### src/hw/rtl/tabn_pkg.sv
// Shared types and constants for the three-axis biquad notch filter.
// No dependencies; imported by the lane and top-level modules.
package tabn_pkg;

  localparam int NUM_AXES  = 3;
  localparam int SAMPLE_W  = 16;
  localparam int COEF_W    = 18;
  localparam int COEF_FRAC = COEF_W - 3;
  localparam int PROD_W    = SAMPLE_W + COEF_W;
  // accumulator follows the reference width, capped at 64 bits (wraps there)
  localparam int ACC_W     = (COEF_W + SAMPLE_W + 3 > 64) ? 64 : COEF_W + SAMPLE_W + 3;
  localparam int CFG_IDX_W = 3;

  typedef logic signed [SAMPLE_W-1:0] sample_t;
  typedef logic signed [COEF_W-1:0]   coef_t;
  typedef logic signed [PROD_W-1:0]   prod_t;
  typedef logic signed [ACC_W-1:0]    acc_t;

  // half an LSB of the output, for round to nearest (ties up)
  localparam acc_t ACC_RND = {{(ACC_W-COEF_FRAC){1'b0}}, 1'b1, {(COEF_FRAC-1){1'b0}}};
  localparam acc_t ACC_SAT_HI = {{(ACC_W-SAMPLE_W+1){1'b0}}, {(SAMPLE_W-1){1'b1}}};
  localparam acc_t ACC_SAT_LO = {{(ACC_W-SAMPLE_W+1){1'b1}}, {(SAMPLE_W-1){1'b0}}};

  typedef enum logic [CFG_IDX_W-1:0] {
    REG_B0 = 3'd0,
    REG_B1 = 3'd1,
    REG_B2 = 3'd2,
    REG_A1 = 3'd3,
    REG_A2 = 3'd4
  } reg_idx_t;

  typedef struct packed {
    coef_t b0;
    coef_t b1;
    coef_t b2;
    coef_t a1;
    coef_t a2;
  } coef_set_t;

  // pipeline strobes shared by all lanes
  typedef struct packed {
    logic load_a;   // new sample enters the product stage
    logic adv_b;    // product stage retires into the output/feedback registers
  } lane_ctrl_t;

endpackage

### src/hw/rtl/tabn_lane.sv
// One axis of the biquad: feedforward product stage, then the feedback
// sum with rounding and saturation. Depends on tabn_pkg.
module tabn_lane (
  input  logic                 clk,
  input  logic                 rst_n,
  input  tabn_pkg::lane_ctrl_t ctrl,
  input  tabn_pkg::coef_set_t  coefs,
  input  tabn_pkg::sample_t    x,
  output tabn_pkg::sample_t    y
);
  import tabn_pkg::*;

  sample_t x1_r, x2_r, y1_r, y2_r;
  prod_t   pb0_r, pb1_r, pb2_r;

  prod_t   pb0_nxt, pb1_nxt, pb2_nxt;
  prod_t   fb1, fb2;
  acc_t    acc;
  acc_t    acc_q;
  sample_t y_nxt;

  // feedforward products, registered before the sum
  assign pb0_nxt = PROD_W'(coefs.b0) * PROD_W'(x);
  assign pb1_nxt = PROD_W'(coefs.b1) * PROD_W'(x1_r);
  assign pb2_nxt = PROD_W'(coefs.b2) * PROD_W'(x2_r);

  // feedback products: the recursion closes through the y1_r/y2_r history
  assign fb1 = PROD_W'(coefs.a1) * PROD_W'(y1_r);
  assign fb2 = PROD_W'(coefs.a2) * PROD_W'(y2_r);

  always_comb begin
    acc   = ACC_W'(pb0_r) + ACC_W'(pb1_r) + ACC_W'(pb2_r)
          - ACC_W'(fb1) - ACC_W'(fb2) + ACC_RND;
    acc_q = acc >>> COEF_FRAC;
    if (acc_q > ACC_SAT_HI) begin
      y_nxt = ACC_SAT_HI[SAMPLE_W-1:0];
    end else if (acc_q < ACC_SAT_LO) begin
      y_nxt = ACC_SAT_LO[SAMPLE_W-1:0];
    end else begin
      y_nxt = acc_q[SAMPLE_W-1:0];
    end
  end

  always_ff @(posedge clk) begin
    if (!rst_n) begin
      x1_r <= '0;
      x2_r <= '0;
      y1_r <= '0;
      y2_r <= '0;
    end else begin
      if (ctrl.load_a) begin
        x1_r <= x;
        x2_r <= x1_r;
      end
      if (ctrl.adv_b) begin
        y1_r <= y_nxt;
        y2_r <= y1_r;
      end
    end
  end

  always_ff @(posedge clk) begin
    if (ctrl.load_a) begin
      pb0_r <= pb0_nxt;
      pb1_r <= pb1_nxt;
      pb2_r <= pb2_nxt;
    end
  end

  // newest output doubles as the result register
  assign y = y1_r;

endmodule

### config.mk
export PLATFORM = sky130hd
export DESIGN_NAME = tabn_lane
export DESIGN_NICKNAME = d
export VERILOG_FILES = /design/src/hw/rtl/tabn_pkg.sv /design/src/hw/rtl/tabn_lane.sv
export SDC_FILE = /design/constraint.sdc
export NUM_CORES = 2
export LEC_CHECK = 0
export ABC_AREA = 0
export ABC_CLOCK_PERIOD_IN_PS = 10300
export BUFFER_PORTS_ARGS = -buffer_cell sky130_fd_sc_hd__buf_2
export CORE_MARGIN = 2
export CORE_UTILIZATION = 25
export DETAILED_ROUTE_END_ITERATION = 16
export PLACE_DENSITY = 0.36
export SYNTH_ARGS = -nofsm -noshare
export SYNTH_HDL_FRONTEND = slang
export SYNTH_SLANG_ARGS = --single-unit
### constraint.sdc
create_clock -name clk -period 10.3 [get_ports clk]
set_input_delay 3.09 -clock clk [delete_from_list [all_inputs] [get_ports clk]]
set_output_delay 3.09 -clock clk [all_outputs]
set_load 0.05 [all_outputs]
Word-level counts from Yosys, hierarchy flattened

Cells that the tools add are included.

Output and inout port bits: 16
Logic and storage cells: 21
Register bits after elaboration: 166

Mux-type cells: 2
Add/sub/neg operators: 5
Multiply operators: 5
Order comparisons: 2

Operators by type and width:

| kind                                                  | number |
|---|---|
| multiplier 18 x 16 -> 34 bit                          | 5 |
| adder 37 x 16 -> 37 bit (second input constant)       | 1 |
| subtractor 36 x 34 -> 37 bit                          | 1 |
| subtractor 37 x 34 -> 37 bit                          | 1 |
| adder 35 x 34 -> 36 bit                               | 1 |
| adder 34 x 34 -> 35 bit                               | 1 |
| two-way mux 16 bit                                    | 2 |
| > comparator 22 x 16 -> 1 bit (second input constant) | 1 |
| < comparator 22 x 16 -> 1 bit (second input constant) | 1 |

Logic depth before layout (Yosys ltp)

Word-level depth: 8
Gate-level depth with buffers: 29
Mapped depth without buffers: 28

Least setup slack after synthesis

OpenSTA, ideal clock, no wires.

Path kind: input-to-reg
From: in coefs[17] (netlist bit)
To: reg y1_r[0] (netlist: y[0])
Stages on the path: 26
Path slack: -0.160 ns
Arrival time: 10.320 ns
Path buffers: 1
Required time: 10.160 ns
Cell sequence: clkbuf_1 nand2_1 fa_1 fa_1 fa_1 inv_1 fa_1 fa_1 inv_1 fa_1 fa_1 inv_1 fa_1 inv_1 ha_1 o21ai_0 a21oi_1 o2111a_1 o31ai_2 a211o_2 a31o_2 or3_1 o211ai_1 a2111oi_4 o211ai_2 o211ai_1

Cells in the longest elaborated chain, start to end: 6
Elaborated cells between the ends (all ways): 7
Those cells by class: add/sub (2); mul (1); order compare (2); mux (2)

Ends and longest elaborated chain:

| item                           | RTL line        | RTL |
|---|---|---|
| start: declaration             | tabn_lane.sv:7  | `input tabn_pkg::coef_set_t coefs,` |
| multiplier 18 x 16 -> 34 bit * | tabn_lane.sv:29 | `assign fb2 = PROD_W'(coefs.a2) * PROD_W'(y2_r);` |
| subtractor 37 x 34 -> 37 bit * | tabn_lane.sv:33 | `- ACC_W'(fb1) - ACC_W'(fb2) + ACC_RND;` |
| adder 37 x 16 -> 37 bit *      | tabn_lane.sv:33 |  |
| < comparator 22 x 16 -> 1 bit  | tabn_lane.sv:37 | `end else if (acc_q < ACC_SAT_LO) begin` |
| two-way mux 16 bit             | tabn_lane.sv:37 |  |
| two-way mux 16 bit *           | tabn_lane.sv:35 | `if (acc_q > ACC_SAT_HI) begin` |
| end signal: assignment         | tabn_lane.sv:56 | `y1_r <= y_nxt;` |
| end: declaration               | tabn_lane.sv:13 | `sample_t x1_r, x2_r, y1_r, y2_r;` |

Mark *: on every way between the ends. The rest lies on a longest branch, timed or not.
A chain may end at the register's enable or synchronous reset.

Final worst setup path

From: in coefs[11] (netlist bit)
To: reg y1_r[11] (netlist: y[11])

Same word-level chain as after synthesis.

==> summary.txt <==
Run status
  – Status: completed

Worst setup path
  – CP most frequent cell: fa_1
  – Element type at the critical path end: flop
  – CP max stage delay: 550 ps
  – Element type at the critical path start: input pin
  – CP max stage cell: fa_1
  – Worst-path fanout max: 7
  – CP arrival: approximately 11000 ps
  – CP Data Required Time: roughly 11000 ps
  – Worst setup path category: in -> reg
  – RR Startpoint: y2_r[15]
  – Reg-to-reg endpoint: y[11]
  – Path depth of the worst reg2reg path: 27
  – R2r setup slk: about 1600 ps

STA
  – Fmax: between 90 and 100 MHz
  – Final setup vio count: 0
  – Final Max Slew Viols: 0
  – Fin crit period: between 10000 and 15000 ps
  – Worst-margin pin slew: about 1500 ps
  – Hold Vio Cnt, Final: 0
  – Crit share post-route: a little over nine tenths
  – Rel. slew slack: under 10%
  – Total negative slack: 0 ps
  – Post-route setup slack: between 200 and 250 ps
  – Clock Skew: approximately 16 ps

Placed design
  – Port Buf Inserts: around 130
  – Pre-CTS setup slack: -613 ps
  – DP HPWL: ~170000 um
  – Routability Congestion: a little over 0.8
  – Placed Cells: 10000

Finish
  – Final #Nets: 8929
  – Proportion of layout cells with a drive suffix above 1: under 10%
  – Multi-input logic area: 51000 sq um
  – Reg area: approximately 4300 sq um
  – Fin cells: about 10000
  – Filler Cell Count: 26600
  – Area Overhead vs Synth: 11.9%

Logic synthesis
  – Commonest cells in the netlist: inv_1 (1800), fa_1 (1644), nand2_1 (809), and2_1 (607), ha_1 (441)
  – Synth cell types: 74
  – Post-Syn Nets: 8706
  – Post-synth EDFFs: ~100
  – Synth area leader: fa_1
  – Top cells by area, synth: fa_1 (53%), inv_1 (11%), ha_1 (8.8%)
  – Most frequent cell after synthesis: inv_1
  – Post-synth top flop: edfxtp_1
  – Syn Inst Count: between 6000 and 7000
  – Avg Cell Area, Syn: 9.62 sq um
  – #FFs+latches synth: approximately 170
  – Top cell type's share of synthesized area: a little over half
  – Post-synthesis async set-or-reset flop share: 0%
  – Sequential area share after synthesis: around 6.9%
  – Yosys warning count: 0
  – Netlist Area Pre-Place: roughly 63000 sq um

Floorplan
  – Area of the die: around 250000 sq um
  – Die Y: roughly 500 um
  – # IOs: 126
  – Site Rows: between 150 and 200
  – Initial Util: between 20% and 30%
  – Core Box Area: 249000 sq um
  – Die X: about 500 um

CTS
  – CTS buffer count: 17
  – Hold buffer count at CTS: 0
  – CTS clk-pin slew, worst paths: 70 ps
  – Later-pin clock latency in the skew report: around 530 ps
  – TritonCTS clock tree: yes
  – Clock root cell: clkbuf_16
  – Clock sink count: 166
  – H-Tree Depth: 4
  – Clock Tree Buf Depth: 2

Route
  – Detailed router's first-iteration violation count: 1782
  – Total Routed Length: between 150000 and 200000 um
  – DRC viols: 0
  – Avg WL per Cell: 18.9 um
  – Vias per cell: roughly 4
  – Drt pass-1 iters: 5
  – ANT nets after route: 0
  – Total number of vias: 41500

Worst hold path
  – Hold Path Depth: 2
  – Worst Hold Launch: y2_r[13]
  – Worst Hold Path EP: y2_r[13]
  – Worst hold-check path type: reg -> reg

Global route
  – Largest net degree at the start of global routing: 66
  – First-pass GRT wire length: around 300000 um
  – Initial antenna violation count: 36
  – Vias in the first global route: between 40000 and 50000
  – Total gr overflow: 0
  – Gr usage total: between 15 and 20%

Job
  – Max-Cap Viols: 0
cell usage in the layout, fill, tap and decap left out, types with 5 or more instances in the layout:
cell type / synthesis / layout
inv_1: 1800 / 1793
fa_1: 1644 / 1632
nand2_1: 809 / 807
and2_1: 607 / 606
ha_1: 441 / 437
buf_4: 0 / 309
nor2_1: 111 / 111
buf_2: 0 / 108
edfxtp_1: 102 / 102
xnor2_1: 102 / 99
a21oi_1: 94 / 88
nand2b_1: 78 / 76
dfxtp_1: 64 / 64
mux2i_1: 48 / 48
o21ai_0: 50 / 47
a21o_1: 39 / 39
xor2_1: 37 / 37
nor2b_1: 31 / 31
nand3_1: 27 / 26
nor3_1: 20 / 19
clkbuf_16: 0 / 17
buf_6: 0 / 15
o21a_1: 13 / 13
o211ai_1: 13 / 13
o21bai_1: 12 / 12
fa_2: 0 / 12
clkbuf_4: 0 / 11
a31oi_1: 12 / 10
nand4_1: 9 / 9
a211oi_1: 10 / 9
buf_12: 0 / 8
inv_2: 0 / 7
or3_1: 7 / 7
and3_1: 7 / 7
or2_2: 6 / 6
diode_2: 0 / 5
a21oi_2: 0 / 5
metal layers:
layer  track usage (%)  share of wire [%]
met5                 0              0.061
met4              2.57                1.5
met3              1.71                2.9
met2              25.0                 46
met1              22.5                 50
logic make-up after synthesis:
family / synth area share [%]
buffers and inverters: 12.3
adder cells (fa/ha/maj): 61.3
multiplexers: 0.785
flip-flops: 6.93
AND/OR/NAND/NOR: 13.5
AO/OA/AOI/OAI: 3.16
XOR/XNOR: 1.97
per-stage QoR:
stage          utilization, %  area (sq um)  hold WS (ps)
2_1_floorplan               -         62700           550
6_report                 28.2         70100           508
5_1_grt                  28.2         70100           550
3_5_place_dp             27.7         69000           491
3_3_place_gp             27.7         69000           487
4_1_cts                  28.0         69600           512
cell type report:
type | count | area share, %
multi-input cells | 4297 | 72.7
diodes | 5 | 0.0178
clock buffers | 17 | 0.607
clock inverters | 15 | 0.269
well taps | 3330 | 5.94
flip-flops and latches | 166 | 6.19
inverters | 1801 | 9.65
repair buffers | 451 | 4.67
critical path, delay by kind of cell:
family,cells,cell delay (ps)
buf+inv,8,710
simple gates,3,470
fa+ha+maj,9,4320
compound gates,9,1910
state kept, by name, indices dropped and copies added, names as in the netlist:
name   flops
x2_r      16
pb2_r     34
y         16
pb0_r     34
pb1_r     34
y2_r      16
x1_r      16
worst max-delay path by stage:
stage	startpoint	to	slack (ps)
final	coefs[11]	y[11]	220
after global routing	coefs[24]	y[1]	-6
after CTS	coefs[12]	y[11]	10
after detailed placement	coefs[12]	y[11]	-610
after global placement	coefs[12]	y[1]	-550
after floorplan	coefs[17]	y[0]	10
repair_timing:
action	CTS	global route
setup buffers	0	8
pin swaps	0	66
resized for setup	2	96
cloned	0	2
hold endpoints to repair	0	0
setup endpoints to repair	4	16
Power is not shown: default switching activity piles up to over one toggle a cycle in this logic, so the estimate is an artifact.
